File: src/assert_macros.svh
// ---------------------------------------------------------------------------
// assert_macros.svh
// Concurrent assertion helpers shared by the RTL files.
// ---------------------------------------------------------------------------
`ifndef ASSERT_MACROS_SVH
`define ASSERT_MACROS_SVH

`ifndef ASSERT_OFF
// Property must hold at every clock edge outside reset.
`define ASSERT_CLK(lbl, clk, rst_n, prop, msg) \
	lbl: assert property (@(posedge clk) disable iff (!rst_n) (prop)) else $error(msg);
// Condition must never be seen at a clock edge outside reset.
`define ASSERT_NEVER(lbl, clk, rst_n, cond, msg) \
	lbl: assert property (@(posedge clk) disable iff (!rst_n) !(cond)) else $error(msg);
`else
`define ASSERT_CLK(lbl, clk, rst_n, prop, msg)
`define ASSERT_NEVER(lbl, clk, rst_n, cond, msg)
`endif

`endif

File: src/u8d_pkg.sv
// ---------------------------------------------------------------------------
// u8d_pkg
// Types and constants shared by the UTF-8 stream decoder modules.
// ---------------------------------------------------------------------------
`default_nettype none

package u8d_pkg;

	localparam int unsigned CP_W  = 21;
	localparam int unsigned CNT_W = 3;

	// Code point that replaces every rejected byte.
	localparam logic [CP_W-1:0] REPLACEMENT = 21'h00FFFD;

	// Lead byte ranges.
	localparam logic [7:0] LEAD2_LO = 8'hC2;
	localparam logic [7:0] LEAD2_HI = 8'hDF;
	localparam logic [7:0] LEAD3_LO = 8'hE0;
	localparam logic [7:0] LEAD3_HI = 8'hEF;
	localparam logic [7:0] LEAD4_LO = 8'hF0;
	localparam logic [7:0] LEAD4_HI = 8'hF4;
	localparam logic [7:0] ASCII_LIM = 8'h80;

	// Leads that restrict the range of their second byte.
	localparam logic [7:0] LEAD_E0 = 8'hE0;
	localparam logic [7:0] LEAD_ED = 8'hED;
	localparam logic [7:0] LEAD_F0 = 8'hF0;
	localparam logic [7:0] LEAD_F4 = 8'hF4;
	localparam logic [7:0] E0_MIN  = 8'hA0;
	localparam logic [7:0] ED_MAX  = 8'h9F;
	localparam logic [7:0] F0_MIN  = 8'h90;
	localparam logic [7:0] F4_MAX  = 8'h8F;

	// Sequence lengths.
	localparam logic [CNT_W-1:0] LEN_NONE = 3'd0;
	localparam logic [CNT_W-1:0] LEN_ONE  = 3'd1;
	localparam logic [CNT_W-1:0] LEN_TWO  = 3'd2;
	localparam logic [CNT_W-1:0] LEN_THREE = 3'd3;
	localparam logic [CNT_W-1:0] LEN_FOUR = 3'd4;

	// Everything one input byte produces: a run of replacement results
	// followed by at most one well-formed result.
	typedef struct packed {
		logic [CNT_W-1:0] inv_cnt;
		logic             has_valid;
		logic [CP_W-1:0]  cp;
		logic [CNT_W-1:0] cnt;
		logic             text_end;
		logic             text_valid;
	} rec_t;

endpackage

`default_nettype wire

File: src/u8d_decode.sv
// ---------------------------------------------------------------------------
// u8d_decode
// Input register, sequence state and the per-byte decode into a result record.
// ---------------------------------------------------------------------------
`default_nettype none

`include "assert_macros.svh"

module u8d_decode import u8d_pkg::*; (
	input  wire logic       clk,
	input  wire logic       arst_n,
	input  wire logic       in_valid,
	output logic            in_ready,
	input  wire logic [7:0] in_byte,
	input  wire logic       in_final,
	input  wire logic       rec_free,
	output logic            rec_push,
	output rec_t            rec
);

	logic            valid_s1;
	logic [7:0]      byte_s1;
	logic            final_s1;

	logic [1:0]      pend_q;
	logic [CNT_W-1:0] exp_len_q;
	logic [7:0]      lead_q;
	logic [CP_W-1:0] part_q;
	logic            err_q;

	logic            seq_open;
	logic            is_cont;
	logic            sec_ok;
	logic            take;
	logic            complete;
	logic [1:0]      pend_inc;
	logic [CP_W-1:0] part_shift;
	logic            is_ascii;
	logic            is_bad;
	logic [CNT_W-1:0] open_len;
	logic [CP_W-1:0] open_part;
	logic            open_after;
	logic [1:0]      pend_after;
	logic [CNT_W-1:0] flush_cnt;
	logic [CNT_W-1:0] bad_cnt;
	logic [CNT_W-1:0] trunc_cnt;
	logic [CNT_W-1:0] inv_total;
	logic            has_valid;
	logic            any_result;
	logic            advance;

	// Second-byte range check for the leads with narrowed ranges.
	function automatic logic second_ok(input logic [7:0] lead, input logic [7:0] b);
		logic ok;
		ok = 1'b1;
		if (lead == LEAD_E0 && b < E0_MIN) ok = 1'b0;
		if (lead == LEAD_ED && b > ED_MAX) ok = 1'b0;
		if (lead == LEAD_F0 && b < F0_MIN) ok = 1'b0;
		if (lead == LEAD_F4 && b > F4_MAX) ok = 1'b0;
		return ok;
	endfunction

	// Continuation handling for an open sequence.
	always_comb begin
		seq_open   = (exp_len_q != LEN_NONE);
		is_cont    = (byte_s1[7:6] == 2'b10);
		sec_ok     = (pend_q != 2'd0) || second_ok(lead_q, byte_s1);
		take       = seq_open && is_cont && sec_ok;
		pend_inc   = pend_q + 2'd1;
		part_shift = {part_q[CP_W-7:0], byte_s1[5:0]};
		complete   = take && (({1'b0, pend_q} + 3'd2) >= exp_len_q);
	end

	// Classification of the byte taken as a new lead.
	always_comb begin
		is_ascii  = 1'b0;
		is_bad    = 1'b0;
		open_len  = LEN_NONE;
		open_part = '0;
		if (byte_s1 < ASCII_LIM) begin
			is_ascii = 1'b1;
		end else if (byte_s1 inside {[LEAD2_LO:LEAD2_HI]}) begin
			open_len  = LEN_TWO;
			open_part = {16'd0, byte_s1[4:0]};
		end else if (byte_s1 inside {[LEAD3_LO:LEAD3_HI]}) begin
			open_len  = LEN_THREE;
			open_part = {17'd0, byte_s1[3:0]};
		end else if (byte_s1 inside {[LEAD4_LO:LEAD4_HI]}) begin
			open_len  = LEN_FOUR;
			open_part = {18'd0, byte_s1[2:0]};
		end else begin
			is_bad = 1'b1;
		end
	end

	// Result counts: flush of a broken sequence, a rejected lead, and the
	// flush of a sequence still open at the end of the text.
	always_comb begin
		open_after = take ? !complete : (open_len != LEN_NONE);
		pend_after = take ? pend_inc : 2'd0;
		flush_cnt  = (seq_open && !take) ? ({1'b0, pend_q} + 3'd1) : LEN_NONE;
		bad_cnt    = (!take && is_bad) ? LEN_ONE : LEN_NONE;
		trunc_cnt  = (final_s1 && open_after) ? ({1'b0, pend_after} + 3'd1) : LEN_NONE;
		inv_total  = flush_cnt + bad_cnt + trunc_cnt;
		has_valid  = complete || (!take && is_ascii);
		any_result = (inv_total != LEN_NONE) || has_valid;
	end

	// Record handed to the output stage.
	always_comb begin
		rec.inv_cnt    = inv_total;
		rec.has_valid  = has_valid;
		rec.cp         = complete ? part_shift : {13'd0, byte_s1};
		rec.cnt        = complete ? exp_len_q : LEN_ONE;
		rec.text_end   = final_s1;
		rec.text_valid = final_s1 && !err_q && (inv_total == LEN_NONE);
	end

	assign advance  = valid_s1 && (!any_result || rec_free);
	assign rec_push = advance && any_result;
	assign in_ready = !valid_s1 || advance;

	// Input register.
	always_ff @(posedge clk or negedge arst_n) begin
		if (!arst_n) begin
			valid_s1 <= 1'b0;
		end else if (in_ready) begin
			valid_s1 <= in_valid;
		end
	end

	always_ff @(posedge clk) begin
		if (in_ready && in_valid) begin
			byte_s1  <= in_byte;
			final_s1 <= in_final;
		end
	end

	// Sequence state update when the byte leaves the input register.
	always_ff @(posedge clk or negedge arst_n) begin
		if (!arst_n) begin
			pend_q    <= 2'd0;
			exp_len_q <= LEN_NONE;
			lead_q    <= 8'd0;
			part_q    <= '0;
			err_q     <= 1'b0;
		end else if (advance) begin
			if (final_s1 || complete || (!take && open_len == LEN_NONE)) begin
				pend_q    <= 2'd0;
				exp_len_q <= LEN_NONE;
				lead_q    <= 8'd0;
				part_q    <= '0;
			end else if (take) begin
				pend_q <= pend_inc;
				part_q <= part_shift;
			end else begin
				pend_q    <= 2'd0;
				exp_len_q <= open_len;
				lead_q    <= byte_s1;
				part_q    <= open_part;
			end
			err_q <= !final_s1 && (err_q || (inv_total != LEN_NONE));
		end
	end

	// An idle state has no continuation bytes counted.
	`ASSERT_CLK(a_idle_no_pend, clk, arst_n, (exp_len_q != LEN_NONE) || (pend_q == 2'd0), "pending bytes without open sequence")
	// An open sequence always still waits for at least one byte.
	`ASSERT_CLK(a_pend_below_len, clk, arst_n, (exp_len_q == LEN_NONE) || (({1'b0, pend_q} + 3'd1) < exp_len_q), "open sequence already complete")

endmodule

`default_nettype wire

File: src/u8d_emit.sv
// ---------------------------------------------------------------------------
// u8d_emit
// Result register that plays out one record as one or more result transactions.
// ---------------------------------------------------------------------------
`default_nettype none

`include "assert_macros.svh"

module u8d_emit import u8d_pkg::*; (
	input  wire logic             clk,
	input  wire logic             arst_n,
	input  wire logic             rec_push,
	input  wire rec_t             rec,
	output logic                  rec_free,
	output logic                  out_valid,
	input  wire logic             out_ready,
	output logic [CP_W-1:0]       out_cp,
	output logic [CNT_W-1:0]      out_cnt,
	output logic                  out_ok,
	output logic                  out_run_end,
	output logic                  out_text_end,
	output logic                  out_text_valid
);

	logic rec_valid_q;
	rec_t rec_q;
	logic is_last;
	logic out_fire;

	// Replacement results go out first, the well-formed one last.
	always_comb begin
		is_last = (rec_q.inv_cnt == LEN_NONE) ||
			((rec_q.inv_cnt == LEN_ONE) && !rec_q.has_valid);
		out_fire       = rec_valid_q && out_ready;
		out_valid      = rec_valid_q;
		out_ok         = (rec_q.inv_cnt == LEN_NONE);
		out_cp         = out_ok ? rec_q.cp : REPLACEMENT;
		out_cnt        = out_ok ? rec_q.cnt : LEN_ONE;
		out_run_end    = is_last;
		out_text_end   = is_last && rec_q.text_end;
		out_text_valid = is_last && rec_q.text_end && rec_q.text_valid;
		rec_free       = !rec_valid_q || (out_ready && is_last);
	end

	always_ff @(posedge clk or negedge arst_n) begin
		if (!arst_n) begin
			rec_valid_q <= 1'b0;
		end else if (rec_push) begin
			rec_valid_q <= 1'b1;
		end else if (out_fire && is_last) begin
			rec_valid_q <= 1'b0;
		end
	end

	always_ff @(posedge clk) begin
		if (rec_push) begin
			rec_q <= rec;
		end else if (out_fire && !is_last) begin
			rec_q.inv_cnt <= rec_q.inv_cnt - 3'd1;
		end
	end

	// A record is only loaded when the register is free.
	`ASSERT_NEVER(a_no_overwrite, clk, arst_n, rec_push && !rec_free, "record overwritten")
	// A held record always has at least one result left and no more than four replacement results.
	`ASSERT_CLK(a_rec_nonempty, clk, arst_n, !rec_valid_q || ((rec_q.inv_cnt != LEN_NONE) || rec_q.has_valid), "empty record held")
	`ASSERT_CLK(a_rec_bound, clk, arst_n, !rec_valid_q || (rec_q.inv_cnt <= LEN_FOUR), "too many replacement results")

endmodule

`default_nettype wire

File: src/utf8_stream_decoder_core.sv
// ---------------------------------------------------------------------------
// utf8_stream_decoder_core
// Streaming UTF-8 decoder that replaces rejected bytes with U+FFFD.
// ---------------------------------------------------------------------------
//
// Channel  Dir  tdata (low bit up)                  tuser (low bit up)                 tlast
// s_*      in   text_byte[7:0]                      -                                  final_byte
// m_*      out  code_point[20:0], byte_count[23:21] well_formed, run_end, text_valid   text_end
//
// A byte is decoded combinationally from the input register into the result register,
// so well-formed text streams at one byte per cycle while m_tready is high.
// A byte that produces N results holds the result register until all N are taken
// (N is at most four); bytes that produce no result pass without a slot.
// Reset clears the input register, sequence state and result register at once.
// Back-pressure on m_tready stalls the decode stage and the input register together.
//
`default_nettype none

module utf8_stream_decoder_core import u8d_pkg::*; (
	input  wire logic        clk,
	input  wire logic        arst_n,
	input  wire logic        s_tvalid,
	output logic             s_tready,
	input  wire logic [7:0]  s_tdata,   // text_byte
	input  wire logic        s_tlast,   // final_byte
	output logic             m_tvalid,
	input  wire logic        m_tready,
	output logic [23:0]      m_tdata,   // code_point, byte_count
	output logic [2:0]       m_tuser,   // well_formed, run_end, text_valid
	output logic             m_tlast    // text_end
);

	rec_t             rec;
	logic             rec_push;
	logic             rec_free;
	logic [CP_W-1:0]  out_cp;
	logic [CNT_W-1:0] out_cnt;
	logic             out_ok;
	logic             out_run_end;
	logic             out_text_end;
	logic             out_text_valid;

	// Input register, sequence state and decode.
	u8d_decode u_decode (
		.clk      (clk),
		.arst_n   (arst_n),
		.in_valid (s_tvalid),
		.in_ready (s_tready),
		.in_byte  (s_tdata),
		.in_final (s_tlast),
		.rec_free (rec_free),
		.rec_push (rec_push),
		.rec      (rec)
	);

	// Result register and result sequencing.
	u8d_emit u_emit (
		.clk            (clk),
		.arst_n         (arst_n),
		.rec_push       (rec_push),
		.rec            (rec),
		.rec_free       (rec_free),
		.out_valid      (m_tvalid),
		.out_ready      (m_tready),
		.out_cp         (out_cp),
		.out_cnt        (out_cnt),
		.out_ok         (out_ok),
		.out_run_end    (out_run_end),
		.out_text_end   (out_text_end),
		.out_text_valid (out_text_valid)
	);

	// Pack the result fields onto the stream.
	assign m_tdata = {out_cnt, out_cp};
	assign m_tuser = {out_text_valid, out_run_end, out_ok};
	assign m_tlast = out_text_end;

endmodule

`default_nettype wire

File: config.mk
export PLATFORM = sky130hd
export DESIGN_NAME = utf8_stream_decoder_core
export DESIGN_NICKNAME = d
export VERILOG_FILES = /design/src/u8d_pkg.sv /design/src/u8d_decode.sv /design/src/u8d_emit.sv /design/src/utf8_stream_decoder_core.sv
export VERILOG_INCLUDE_DIRS = /design/src /design/src/src
export SDC_FILE = /design/constraint.sdc
export NUM_CORES = 1
export LEC_CHECK = 0
export BUFFER_PORTS_ARGS = -buffer_cell sky130_fd_sc_hd__clkbuf_2
export CAP_MARGIN = 20
export CORE_MARGIN = 3
export CORE_UTILIZATION = 55
export CTS_BUF_LIST = sky130_fd_sc_hd__clkbuf_8
export CTS_CLUSTER_DIAMETER = 120
export DETAILED_ROUTE_END_ITERATION = 8
export GPL_TIMING_DRIVEN = 0
export PLACE_DENSITY = 0.76
export SLEW_MARGIN = 20
export SYNTH_ARGS = -nofsm -noshare
export SYNTH_HDL_FRONTEND = slang
export SYNTH_SLANG_ARGS = --single-unit
export TNS_END_PERCENT = 10
File: constraint.sdc
create_clock -name clk -period 11.65 [get_ports clk]
set_input_delay 1.7475 -clock clk [delete_from_list [all_inputs] [get_ports clk]]
set_output_delay 1.7475 -clock clk [all_outputs]
set_load 0.01 [all_outputs]
## Word level (Yosys, flattened, before mapping)

Cells that the tools add are included.

- Register bits: 70
- Output and inout port bits: 30
- Input bits: 13

- Equality and inequality tests: 7
- Reduce and logical (&&, ||, !) cells: 57
- Magnitude comparators: 12
- Add/sub/neg operators: 7
- Muxes and demuxes: 36

Operators by type and width:

| operator | count |
|---|---|
| two-way mux 15 bit | 4 |
| two-way mux 3 bit | 12 |
| == test 8 bit (second input constant) | 4 |
| logical AND 1 bit | 28 |
| greater-or-equal comparator 8 bit (second input constant) | 3 |
| less-or-equal comparator 8 bit (second input constant) | 3 |
| less-than comparator 8 bit (second input constant) | 3 |
| two-way mux 8 bit | 3 |
| two-way mux 21 bit | 1 |
| > comparator 8 bit (second input constant) | 2 |
| two-way mux 1 bit | 13 |
| logical OR 1 bit | 10 |
| logical NOT 1 bit | 9 |
| logical NOT 3 bit | 3 |
| nonzero test 3 bit | 3 |
| adder 2 x 1 -> 3 bit (second input constant) | 2 |
| adder 3 bit | 2 |
| nonzero test 2 bit | 3 |
| two-way mux 2 bit | 2 |
| two-way mux 4 bit | 1 |
| adder 2 x 2 -> 3 bit (second input constant) | 1 |
| == test 3 x 1 -> 1 bit (second input constant) | 1 |
| greater-or-equal comparator 3 bit | 1 |
| subtractor 3 x 1 -> 3 bit (second input constant) | 1 |
| 4 further kinds | 4 |

## Depth between registers and ports, before layout

Gate-level depths: netlist of the first run.

- Depth after elaboration: 21
- Mapped depth: 18

## Hierarchy

A second synthesis of the first run with hierarchy kept.

- Cell total of the unflattened synthesis: 317
- Area, all modules: 3517.1 sq um

Modules (own cells, without submodules):

| module | area an instance (sq um) | cells each | times used |
|---|---|---|---|
| u8d_decode | 2195.9 | 228 | 1 |
| u8d_emit | 1298.7 | 86 | 1 |
| utf8_stream_decoder_core | 22.5 | 3 | 1 |

## Worst setup path before layout of the first run

Ideal clock, no wire load.

- Path type: register to register
- Start: register u_decode.byte_s1[5]
- End: register u_emit.rec_q[27] in the netlist's numbering, data pin
- Arrival: 5261 ps
- Cell stages (with the launch flop): 15
- Setup slack: 6020 ps
- Required time: 11281 ps
- Path through: edfxtp_1 > buf_2 > a211o_1 > a211oi_1 > o21ai_1 > nand2_1 > nor2_1 > nand3b_1 > fa_1 > fa_1 > nor3_1 > a221oi_2 > and3b_1 > nor3_1 > o22ai_1

- Longest elaborated chain between the ends: 21
- Elaborated cells between the ends (all ways): 57
- Classes of those cells: 3 x add/sub; 11 x order compare; 19 x mux; 24 x reduce/logical

Ends and longest elaborated chain:

| what | line | RTL |
|---|---|---|
| start, declared | u8d_decode.sv:22 | `logic [7:0] byte_s1;` |
| start signal, assigned | u8d_decode.sv:134 | `byte_s1 <= in_byte;` |
| branches (longest 15 deep; another with less-than comparator 8 bit) | n/a |  |
| logical OR 1 bit * | u8d_decode.sv:106 | `any_result = (inv_total != LEN_NONE) \|\| has_valid;` |
| logical NOT 1 bit | u8d_decode.sv:119 | `assign advance = valid_s1 && (!any_result \|\| rec_free);` |
| logical OR 1 bit | u8d_decode.sv:119 |  |
| logical AND 1 bit | u8d_decode.sv:119 |  |
| logical AND 1 bit * | u8d_decode.sv:120 | `assign rec_push = advance && any_result;` |
| via rec_push | utf8_stream_decoder_core.sv:34 | `logic rec_push;` |
| two-way mux 3 bit * | u8d_emit.sv:56 | `if (rec_push) begin` |
| end signal, assigned | u8d_emit.sv:57 | `rec_q <= rec;` |
| end, declared | u8d_emit.sv:26 | `rec_t rec_q;` |

Mark *: on every way through the listed nets, which the timed path passes.
A chain may end at the register's enable or synchronous reset.

## Worst setup path after layout of the first run

- Start: register u_decode.byte_s1[5]
- End: output port s_tready

- Longest elaborated chain between the ends: 20
- Elaborated cells between the ends (all ways): 56
- Classes of those cells: 3 x add/sub; 11 x order compare; 18 x mux; 24 x reduce/logical

Ends and longest elaborated chain:

| what | line | RTL |
|---|---|---|
| branches (longest 15 deep; another with less-than comparator 8 bit) | n/a |  |
| logical OR 1 bit * | u8d_decode.sv:106 |  |
| logical NOT 1 bit * | u8d_decode.sv:119 |  |
| logical OR 1 bit * | u8d_decode.sv:119 |  |
| logical AND 1 bit * | u8d_decode.sv:119 |  |
| logical OR 1 bit * | u8d_decode.sv:121 | `assign in_ready = !valid_s1 \|\| advance;` |
| end, declared | utf8_stream_decoder_core.sv:23 | `output logic s_tready,` |

Every way passes the cells marked *.

==> results summary, run 1 <==
Setup violations remaining at the end of the flow were counted as 0. The critical register-to-register path endpoint is u_emit.rec_q[13]$_SDFFCE_PN0P_. The origin of the worst min-delay path is u_decode.part_q[9]$_DFFE_PN0P_. The via count of the first global-routing pass is ~2500. The sum of negative setup slack is 0 ns. Port buffering added 42 buffers. The total I/O pin count came out at 43. The via count is 2662. Tracing the worst setup path back leads to its startpoint at u_decode.byte_s1[5]$_DFFE_PP_. Sorting the synthesized cells by how often they occur yields 48 x nand2_1, 39 x edfxtp_1, 31 x dfrtp_1, 22 x o21ai_1, 21 x o21ai_0. The global route total overflow is 0.

The fraction of registers with async set/reset is 0.443. The largest net degree at the start of global routing came out at 32. The worst hold path terminates at u_decode.part_q[9]$_DFFE_PN0P_. The detailed router finished its first iteration with 207 violations. Yosys mapped a number of flops with a built-in enable equal to 39. The share of the synthesized area in compound gates (AO/OA/AOI/OAI) is 0.121. The class of the tightest hold or removal check is reg -> reg. Ranked by total cell area, the synthesized netlist is headed by edfxtp_1 34%, dfrtp_1 23%, nand2_1 5.3%.

The width of the die came out at 85.0 µm. The synthesized netlist cell count is 324. The clock latency at the later pin of the worst-skew pair came out at around 0.34 ns.

The data arrival time at the worst-slack endpoint came out at about 4.7 ns. The final hold slack is 0.491 ns. The share of synthesized area in the top cell type comes to 0.342. The simple-gate area share of the yosys netlist came out at 0.213.

The total number of nets in the final design came out at approximately 400. The clock period minus final worst setup slack came out at 6.41 ns. The most frequent cell after synthesis is nand2_1. The clock input transition at the sequential cells of the worst setup and hold paths came out at 0.07 ns.

STA puts the critical path data required time at 9.90 ns. The initial cell density of the core is 0.572. The clock net sink count is 70. The number of nets still failing antenna checks after routing is 0. The largest family of logic cells by synthesized area is simple AND/OR/NAND/NOR gates.

Yosys printed 0 warnings. Summing every instance area after synthesis gives around 3400 µm². The post-route clock skew is 0.00731 ns. The number of maximum-capacitance constraint violations came out at 0. Timing would allow up to 156 MHz. The vertical extent of the die came out at ~85 µm.

Of the synthesized area, sequential elements account for 0.568. The floorplan step defined a die boundary enclosing 7220 µm². Along the worst path, the maximum fanout reaches 9. The final clock period utilization by the worst path came out at 0.550.

The worst setup path is of the reg -> out kind. The cell sitting at the root of the clock tree is a clkbuf_8. The sort of element at the start of the critical path is a flip-flop. The net count after synthesis is approximately 350. The H-tree was split into 3 levels. The floorplan has 28 rows. For the worst flop-to-flop path, the logic depth is 15. edfxtp_1 takes more of the synthesized area than any other cell.

The number of antenna violations at the first check in global routing is 0. The count of antenna diodes in the layout came out at 0. The hold-critical path depth is 2. The run finished with clean final reports. The overall global routing resource usage is 0.216.

The area growth from synthesis to final layout is 14.9%. The final count of hold timing violations came to 0. The minimum setup slack among reg-to-reg paths came out at ~6.7 ns. The DRC violation count after routing came out at 0. The share of layout cells above drive strength 1 came out at 0.198.

For this block, the routed nets add up to approximately 7100 µm of wire. Dividing the detail-routed via count by the number of cells gives 5.80. The worst-case clock buffer depth came out at 2. The most common flop cell mapped by yosys is edfxtp_1. The max-slew violation count is 0. The worst setup path is captured at an output port. The post-synthesis mux area share is 0.0124. The wire length of the first global-routing pass came out at 12200 µm. Counting the buffers created by CTS gives 9.

The TritonCTS clock tree is built. The total of hold buffers inserted after clock tree synthesis is 0. The cell area power density is around 260 nW/µm². The number of different library cells in the post-synthesis netlist came out at a little over 50. The total half-perimeter wirelength after legalization and detailed placement is 5390 µm. The total iterations of the first detailed-routing run is 4.

The core outline area came out at 5990 µm². The routability congestion estimate is 0.900. The adder and majority gate portion of the synthesized area came out at 0.0445. The post-cts repair resize count came out at 0. The number of buffers added for setup after CTS came out at 0.

Setup repair after global routing left no endpoint under its margin. The routed wire length per instance is 15.6 µm. The worst pin sits at a relative slew slack of 0.456. Dividing the synthesized area by the synthesized cell count gives 10.6 µm².

The share of the synthesized netlist area taken by xor and xnor gates is 0.00511. The startpoint of the most critical register-to-register path is u_decode.byte_s1[5]$_DFFE_PP_. The worst vdd rail ir drop came out at 0.150 mV.

The number of flip-flops and latches in the synthesized netlist came out at 70. In this run the static leakage power is 1.63 nW. The pin slew with the least headroom to its limit is 0.811 ns.
[cell usage in the layout (no fill, tap or decap), types with 9 or more instances in the layout]
| cell | count |
|---|---|
| nand2_1 | 48 |
| dfrtp_1 | 31 |
| o21ai_1 | 22 |
| clkbuf_8 | 10 |
| edfxtp_1 | 39 |
| ha_1 | 9 |
| and3_1 | 16 |
| clkbuf_2 | 42 |
| and2_1 | 12 |
| nor3_1 | 9 |
| nor2_1 | 11 |
| inv_1 | 10 |
| or3_1 | 17 |
| clkbuf_1 | 13 |
| o21ai_0 | 21 |
[cell families after synthesis]
logic type	count (synthesis)
compound gates	68
simple gates	141
buf+inv	28
flops	70
xor+xnor	2
mux	4
fa+ha+maj	11
[area by class of cell]
| type | count | area [µm²] |
|---|---|---|
| multi-input combinational | 226 | 1360 |
| fill | 494 | 2050 |
| sequential | 70 | 1950 |
| timing repair buffer | 44 | 225 |
| tap | 75 | 93.8 |
| inverter | 10 | 37.5 |
| clock buffer | 10 | 138 |
| clock inverter | 6 | 47.5 |
| buffer | 18 | 87.6 |
[registers in the layout, indices dropped and copies added, names as in the netlist, 2 cells and up]
| signal | cells |
|---|---|
| u_emit.rec_q | 30 |
| u_decode.pend_q | 2 |
| u_decode.lead_q | 8 |
| u_decode.byte_s1 | 8 |
| u_decode.part_q | 15 |
| u_decode.exp_len_q | 3 |
[layer usage]
layer  vias to the layer above  GRT usage  part of all wire
met5                         -          0                 0
li1                       1267          -                 -
met1                      1283      0.309              0.45
met4                         0     0.0863             0.020
met3                        14     0.0359             0.060
met2                        98      0.331              0.47
[worst max-delay path by stage]
stage                     slack [ns]                          to
after global placement          5.01  u_emit.rec_q[27]$_DFFE_PP_
final                           5.24                    s_tready
after floorplan                 6.02  u_emit.rec_q[27]$_DFFE_PP_
after detailed placement        5.68                    s_tready
after global routing            4.93                    s_tready
after CTS                       5.32                    s_tready
[power by group]
part | total (mW) | switching, mW | internal (mW)
clock network | 0.176 | 0.0922 | 0.0840
logic | 0.434 | 0.282 | 0.152
registers | 0.397 | 0.0449 | 0.352
[metrics by stage]
step,cell area [µm²],std cells,util,power [mW],worst slack [ns]
after floorplan,3430,324,-,0.694,6.02
after global placement,3730,441,0.623,0.815,5.01
after detailed placement,3750,443,0.626,0.833,5.68
after CTS,3940,459,0.657,1.01,5.32
after global routing,3940,459,0.657,1.08,4.93
final,3940,459,0.657,1.01,5.24
[critical path, cell delays in order (launching register included)]
cell,delay [ns]
edfxtp_1,0.46
buf_2,0.21
o211ai_1,0.18
a211oi_1,0.09
o21ai_1,0.43
nand2_1,0.32
o21ai_0,0.25
nand3b_1,0.13
fa_1,0.45
fa_1,0.46
nor3_1,0.25
a221oi_2,0.08
and3b_1,0.20
nor3b_1,0.51
nand2_1,0.14
clkbuf_2,0.15
Note: power is estimated with default switching activity, not from simulation.
==> run 2, diff against run 1 <==
CORE_UTILIZATION = 54   (was 55)
PLACE_DENSITY = 0.78   (was 0.76)
clock period = 5.7 ns   (was 11.65 ns; I/O delays follow)
==> run 2 against run 1 <==
Against the previous run: combinational power is 110% higher; first-iteration DRC count is 0.48% lower; routed wire length is 1.1% higher; flip-flop and latch count stayed put.
==> results summary, run 2 (synthesized netlist as in run 1, its figures left out) <==
The total I/O pin count came out at 43 (unchanged). The most common cell after layout, fill and taps aside is nand2_1 (unchanged). The count of routing violations after the opening detailed-route iteration came out at 206 (was 207). The post-route clock skew is 0.00963 ns (was 0.00731 ns). The global route total overflow is 0 (unchanged). The area growth from synthesis to final layout was 16.9% (was 14.9%). The width of the die came out at 85.7 µm (was 85.0 µm).

The number of filler cells placed in the layout is 465 (was 494). The worst-case clock buffer depth came out at 2 (unchanged). The leakage power summed over all cells came out at 1.65 nW (was 1.63 nW). The floorplan row count came out at 28 (unchanged). The largest net degree at the start of global routing is 32 (unchanged).

The worst vdd rail ir drop came out at 0.308 mV (was 0.150 mV). The met3 wirelength from detailed routing is 534 µm (was 426 µm). The pre-CTS worst setup slack came to 0.723 ns (was 5.68 ns). The cell total after placement was 443 (unchanged). The clock input transition at the sequential cells of the worst setup and hold paths is 0.07 ns (about the same).

The hold-critical path depth is 2 (unchanged). The total iterations of the first detailed-routing run is 5 (was 4). The clock root buffer is clkbuf_8 (unchanged). The total half-perimeter wirelength after legalization and detailed placement is 5110 µm (was 5390 µm). The vertical extent of the die came to 85.7 µm (was 85.0 µm). Unrepaired setup endpoints after global routing: false (unchanged). The count of antenna diodes in the layout is 0 (unchanged). The via count came out at 2634 (was 2662). The total number of nets in the final design is 403 (unchanged).

The routability congestion estimate came out at 0.877 (was 0.900). The number of I/O port buffers is 42 (unchanged). The path type of the worst setup path was reg -> out (unchanged). The total wire length is 7220 µm (was 7140 µm). The data arrival time at the worst-slack endpoint came out at 4.46 ns (was 4.67 ns). The wire length of the first global-routing pass was 11900 µm (was 12200 µm). Top Registers: u_emit.rec_q (30), u_decode.part_q (15) (unchanged). The number of antenna violations at the first check in global routing is 0 (unchanged). The startpoint of the most critical register-to-register path is u_decode.byte_s1[5]$_DFFE_PP_ (unchanged). The minimum setup slack among reg-to-reg paths came out at 0.73 ns (was 6.65 ns).

The largest register by flop count was u_emit.rec_q (unchanged). The highest routing layer actually used is met4 (unchanged). The mean number of vias per cell came out at 5.74 (was 5.80).

The final hold slack came out at 0.488 ns (was 0.491 ns). The routed length on met2 came out at 3350 µm (was 3360 µm). The number of CTS-inserted buffers was 9 (unchanged). The type of destination of the critical path is an output port (unchanged). The number of flip-flops under the largest register name was 30 (unchanged). The worst slew margin relative to its limit came out at 0.441 (was 0.456). The pin slew with the least headroom to its limit came out at 0.837 ns (was 0.811 ns). The cell area power density is 549 nW/µm² (was 256 nW/µm²). The capture endpoint of the worst hold path was u_decode.part_q[13]$_DFFE_PN0P_ (was u_decode.part_q[9]$_DFFE_PN0P_). The via count of the first global-routing pass came to 2397 (was 2472).

The final clock period utilization by the worst path is 0.933. The maximum fanout count along the critical path is 9 (unchanged). The total of endpoints with negative setup slack in the final report is 0 (unchanged). The post-layout instance count excluding filler cells came out at 459 (unchanged). The number of nets still failing antenna checks after routing is 0 (unchanged). The max-slew violation count came to 0 (unchanged). The total die area is 7340 µm² (was 7220 µm²). The post-cts repair resize count came out at 0 (unchanged). The origin of the worst min-delay path is u_decode.part_q[13]$_DFFE_PN0P_ (was u_decode.part_q[9]$_DFFE_PN0P_). The cell area after layout is 4010 µm² (was 3940 µm²). The clock latency at the later pin of the worst-skew pair is 0.35 ns (was 0.34 ns). The placed cell area is 3760 µm² (was 3750 µm²). The final count of hold timing violations is 0 (unchanged). The wire length the detailed router placed on met1 came out at 3180 µm (was 3210 µm). The total of hold buffers inserted after clock tree synthesis came to 0 (unchanged). The clock net sink count is 70 (unchanged). The required arrival time at the worst endpoint came out at 4.85 ns (was 9.90 ns). The worst setup margin is 0.381 ns (was 5.24 ns). The core outline area came out at 6030 µm² (was 5990 µm²).

Highest-count cells in the layout ignoring fill and taps: 48 x nand2_1, 42 x clkbuf_2, 39 x edfxtp_1 (unchanged). The share of layout cells above drive strength 1 was 0.201 (was 0.198). The critical register-to-register path endpoint is u_decode.byte_s1[2]$_DFFE_PP_ (was u_emit.rec_q[13]$_SDFFCE_PN0P_). The clock period minus final worst setup slack is 5.32 ns. The TritonCTS clock tree is built (unchanged). Timing would allow up to 188 MHz.

The sort of element at the start of the critical path is a flip-flop (unchanged). The DRC violation count after routing is 0 (unchanged). The number of maximum-capacitance constraint violations was 0 (unchanged). The number of levels in the clock H-tree came out at 3 (unchanged). The number of buffers added for setup after CTS came to 0 (unchanged).

The class of the tightest hold or removal check was reg -> reg (unchanged). The cell depth of the worst flop-to-flop path was 14 (was 15). The initial cell density of the core came out at 0.569 (was 0.572). The routed wire length per instance is 15.7 µm (was 15.6 µm). The overall global routing resource usage is 0.210 (was 0.216). Result of the run: complete, no violations (unchanged).
-- run 2: cell count changes in the layout (fill, tap and decap cells not counted) --
cell / before / now
buf_4: 5 / 4
buf_6: 1 / 2
bufinv_16: 0 / 3
clkbuf_8: 10 / 9
clkinv_2: 1 / 0
clkinv_4: 4 / 0
clkinvlp_4: 1 / 3
inv_6: 0 / 1
nor3b_1: 1 / 0
nor3b_2: 0 / 1
-- run 2: area by class of cell --
class | count | area [µm²] | share of cell area
flip-flops and latches | 70 | 1950 | 0.486
multi-input cells | 226 | 1370 | 0.341
repair buffers | 44 | 229 | 0.0572
clock buffers | 9 | 124 | 0.0309
clock inverters | 7 | 121 | 0.0303
well taps | 75 | 93.8 | 0.0234
plain buffers | 18 | 87.6 | 0.0219
inverters | 10 | 37.5 | 0.00937
-- run 2: where the power goes --
| part | leakage (nW) | switching, mW | internal [mW] |
|---|---|---|---|
| Combinational | 0.752 | 0.584 | 0.317 |
| Sequential | 0.785 | 0.0889 | 0.720 |
| Clock | 0.112 | 0.197 | 0.292 |
| Total | 1.65 | 0.870 | 1.33 |
-- run 2: worst max-delay path by stage --
| stage | slack (ns) | cells after the start | start | endpoint |
|---|---|---|---|---|
| after floorplan | 0.07 | 14 | u_decode.byte_s1[5]$_DFFE_PP_ | u_emit.rec_q[27]$_DFFE_PP_ |
| after global placement | -0.96 | 14 | u_decode.byte_s1[5]$_DFFE_PP_ | u_emit.rec_q[27]$_DFFE_PP_ |
| after detailed placement | 0.72 | 15 | u_decode.byte_s1[5]$_DFFE_PP_ | s_tready |
| after CTS | 0.33 | 15 | u_decode.byte_s1[5]$_DFFE_PP_ | s_tready |
| after global routing | 0.03 | 15 | u_decode.byte_s1[5]$_DFFE_PP_ | s_tready |
| final | 0.38 | 15 | u_decode.byte_s1[5]$_DFFE_PP_ | s_tready |
-- run 2: critical path: stages, from the launching register on --
cell,delay [ns]
edfxtp_1,0.43
buf_2,0.20
o211ai_1,0.19
a211oi_1,0.11
o21ai_1,0.42
nand2_1,0.32
o21ai_0,0.24
nand3b_1,0.14
fa_1,0.45
fa_1,0.46
xor2_1,0.20
a221oi_2,0.40
and3b_1,0.27
nor3b_2,0.08
nand2_1,0.07
clkbuf_2,0.13
-- run 2: stage by stage --
stage	power [mW]	util	TNS (ns)
after CTS	2.19	0.664	0
after global routing	2.35	0.665	0
after floorplan	1.42	-	0
after global placement	1.67	0.619	-23.14
after detailed placement	1.70	0.623	0
final	2.20	0.665	0
-- run 2: metal layers --
metal  up-vias  GRT usage
met2       118      0.326
met4         0     0.0791
li1       1266          -
met5         -          0
met1      1231      0.297
met3        19     0.0413
==> run 3, diff against run 2 <==
PLACE_DENSITY = 0.77   (was 0.78)
==> run 3 against run 2 <==
Against the previous run: clock skew barely moved; clock power shrank 9.6%; first-iteration DRC count is 4.4% higher; highest routed layer unchanged.
==> results summary, run 3 (synthesized netlist as in run 1, its figures left out) <==
Result of the run: complete, no violations (unchanged). The overall global routing resource usage is 0.215 (was 0.210). The count of routing violations after the opening detailed-route iteration came to 215 (was 206). The total die area is 7340 µm² (unchanged). The routability congestion estimate came out at 0.873 (was 0.877). The via count of the first global-routing pass came out at 2502 (was 2397).

The clock root buffer was clkbuf_8 (unchanged). The leakage power summed over all cells is 1.64 nW (was 1.65 nW). The final count of hold timing violations came out at 0 (unchanged).

The post-cts repair resize count came out at 0 (unchanged). The post-route clock skew was 0.00935 ns (was 0.00963 ns). The total I/O pin count is 43 (unchanged). The worst vdd rail ir drop is 0.288 mV (was 0.308 mV). The cell area after layout came out at 3980 µm² (was 4010 µm²).

The largest register by flop count was u_emit.rec_q (unchanged). The path type of the worst setup path is reg -> out (unchanged). The core outline area is 6030 µm² (unchanged). The area growth from synthesis to final layout is 16.1% (was 16.9%).

The vertical extent of the die came out at 85.7 µm (unchanged). The number of antenna violations at the first check in global routing came out at 0 (unchanged). The routed wire length per instance is 15.9 µm (was 15.7 µm).

The cell total after placement is 443 (unchanged). The capture endpoint of the worst hold path is u_decode.part_q[13]$_DFFE_PN0P_ (unchanged). The initial cell density of the core came out at 0.569 (unchanged).

The via count is 2628 (was 2634). The class of the tightest hold or removal check is reg -> reg (unchanged). The pin slew with the least headroom to its limit is 0.860 ns (was 0.837 ns). The footprint of the multi-input gates is 1370 µm² (unchanged). The placed cell area came out at 3750 µm² (was 3760 µm²).

The required arrival time at the worst endpoint came out at 4.85 ns (about the same). The sequential standard cell area is 1950 µm² (unchanged). The mean number of vias per cell came out at 5.73 (was 5.74). The number of levels in the clock H-tree came out at 3 (unchanged). The total number of nets in the final design is 403 (unchanged).

Top Registers: u_emit.rec_q (30), u_decode.part_q (15) (unchanged). The number of buffers added for setup after CTS is 0 (unchanged). The clock latency at the later pin of the worst-skew pair came out at 0.35 ns (about the same). The count of antenna diodes in the layout came out at 0 (unchanged). The global route total overflow is 0 (unchanged).

The number of flip-flops under the largest register name is 30 (unchanged). The sort of element at the start of the critical path is a flip-flop (unchanged). The post-layout instance count excluding filler cells was 459 (unchanged).

The critical register-to-register path endpoint is u_decode.final_s1$_DFFE_PP_ (was u_decode.byte_s1[2]$_DFFE_PP_). The worst setup margin is 0.463 ns (was 0.381 ns). The clock period minus final worst setup slack came out at 5.24 ns (was 5.32 ns).

The sum of negative setup slack came to 0 ns (unchanged). The type of destination of the critical path is an output port (unchanged). The origin of the worst min-delay path is u_decode.part_q[13]$_DFFE_PN0P_ (unchanged). The clock input transition at the sequential cells of the worst setup and hold paths is 0.08 ns (was 0.07 ns). The cell depth of the worst flop-to-flop path is 14 (unchanged). The DRC violation count after routing is 0 (unchanged). The number of nets still failing antenna checks after routing came to 0 (unchanged). The worst-case clock buffer depth is 2 (unchanged). The number of maximum-capacitance constraint violations is 0 (unchanged). The maximum fanout count along the critical path is 9 (unchanged). The highest clock rate came out at 191 MHz (was 188 MHz). The stage delay of the slowest cell on the critical path came out at 0.46 ns (about the same). The post-route total power came to 2.15 mW (was 2.20 mW). The number of filler cells placed in the layout is 477 (was 465).

The largest net degree at the start of global routing is 32 (unchanged). The clock net sink count is 70 (unchanged). The number of I/O port buffers came out at 42 (unchanged). The cell family contributing the most delay on the critical path is compound AO/OA/AOI/OAI gates (unchanged). The number of CTS-inserted buffers came out at 9 (unchanged). Highest-count cells in the layout ignoring fill and taps: 48 x nand2_1, 42 x clkbuf_2, 39 x edfxtp_1 (unchanged).

The share of layout cells above drive strength 1 came out at 0.201 (unchanged). The data arrival time at the worst-slack endpoint came to 4.38 ns (was 4.46 ns). The total of endpoints with negative setup slack in the final report came to 0 (unchanged). The max-slew violation count is 0 (unchanged). The worst slew margin relative to its limit came out at 0.425 (was 0.441). The total wire length came to 7300 µm (was 7220 µm). The TritonCTS clock tree is built (unchanged). The final clock period utilization by the worst path was 0.919 (was 0.933). The total half-perimeter wirelength after legalization and detailed placement was 5390 µm (was 5110 µm).

The most common cell after layout, fill and taps aside is nand2_1 (unchanged). The number of buffers and inverters on the critical path is 2 (unchanged). Worst-path cell chain: buf_2 > o211ai_1 > a211oi_1 > o21ai_1 > nand2_1 > o21ai_0 > nand3b_1 > fa_1 > fa_1 > xor2_1 > a221oi_2 > and3b_1 > nor3b_2 > nand2_1 > clkbuf_2 (unchanged). Unrepaired setup endpoints after global routing: false (unchanged). The cell area power density came out at 540 nW/µm² (was 549 nW/µm²). The total iterations of the first detailed-routing run is 5 (unchanged). The wire length of the first global-routing pass was 12100 µm (was 11900 µm). The width of the die came out at 85.7 µm (unchanged). The total of hold buffers inserted after clock tree synthesis came out at 0 (unchanged). The worst-path cell with the longest stage delay is fa_1 (unchanged). The startpoint of the most critical register-to-register path is u_decode.byte_s1[5]$_DFFE_PP_ (unchanged). The hold-critical path depth was 2 (unchanged). The minimum setup slack among reg-to-reg paths came to 0.80 ns (was 0.73 ns). The floorplan row count came to 28 (unchanged).

The pre-CTS worst setup slack is 0.743 ns (was 0.723 ns).
-- run 3: cell count changes in the layout (fill, tap and decap cells not counted), sizes merged --
cell,previous run,this run
bufinv,3,2
clkinv,0,2
clkinvlp,3,2
-- run 3: routing by layer --
| layer | vias to the layer above | track usage | routed length [µm] |
|---|---|---|---|
| li1 | 1276 | - | - |
| met1 | 1248 | 0.288 | 3090 |
| met2 | 92 | 0.348 | 3580 |
| met3 | 12 | 0.0538 | 530 |
| met4 | 0 | 0.0647 | 97 |
| met5 | - | 0 | 0 |
-- run 3: worst min-delay path: stages, from the launching register on --
cell	delay (ns)
dfrtp_1	0.34
nand2_1	0.05
o21ai_1	0.06
-- run 3: power breakdown --
| group | internal [mW] | total (mW) | switching [mW] |
|---|---|---|---|
| Sequential | 0.720 | 0.810 | 0.0900 |
| Clock | 0.247 | 0.442 | 0.194 |
| Combinational | 0.314 | 0.896 | 0.582 |
| Total | 1.28 | 2.15 | 0.866 |
-- run 3: final cells by class --
class	count	area share
plain buffers	18	0.0220
clock buffers	9	0.0311
clock inverters	7	0.0245
inverters	10	0.00943
multi-input cells	226	0.343
flip-flops and latches	70	0.489
well taps	75	0.0236
repair buffers	44	0.0566
-- run 3: worst max-delay path by stage --
stage	start	to	slack (ns)	depth (start not counted)
2_1_floorplan	u_decode.byte_s1[5]$_DFFE_PP_	u_emit.rec_q[27]$_DFFE_PP_	0.07	14
3_3_place_gp	u_decode.byte_s1[5]$_DFFE_PP_	u_emit.rec_q[27]$_DFFE_PP_	-0.92	14
3_5_place_dp	u_decode.byte_s1[5]$_DFFE_PP_	s_tready	0.74	15
4_1_cts	u_decode.byte_s1[5]$_DFFE_PP_	s_tready	0.35	15
5_1_grt	u_decode.byte_s1[5]$_DFFE_PP_	s_tready	0.13	15
6_report	u_decode.byte_s1[5]$_DFFE_PP_	s_tready	0.46	15
-- run 3: per-stage QoR --
stage / hold WS (ns) / util
after floorplan: 0.421 / -
after global placement: 0.466 / 0.619
after detailed placement: 0.473 / 0.623
after CTS: 0.488 / 0.659
after global routing: 0.514 / 0.660
final: 0.484 / 0.660
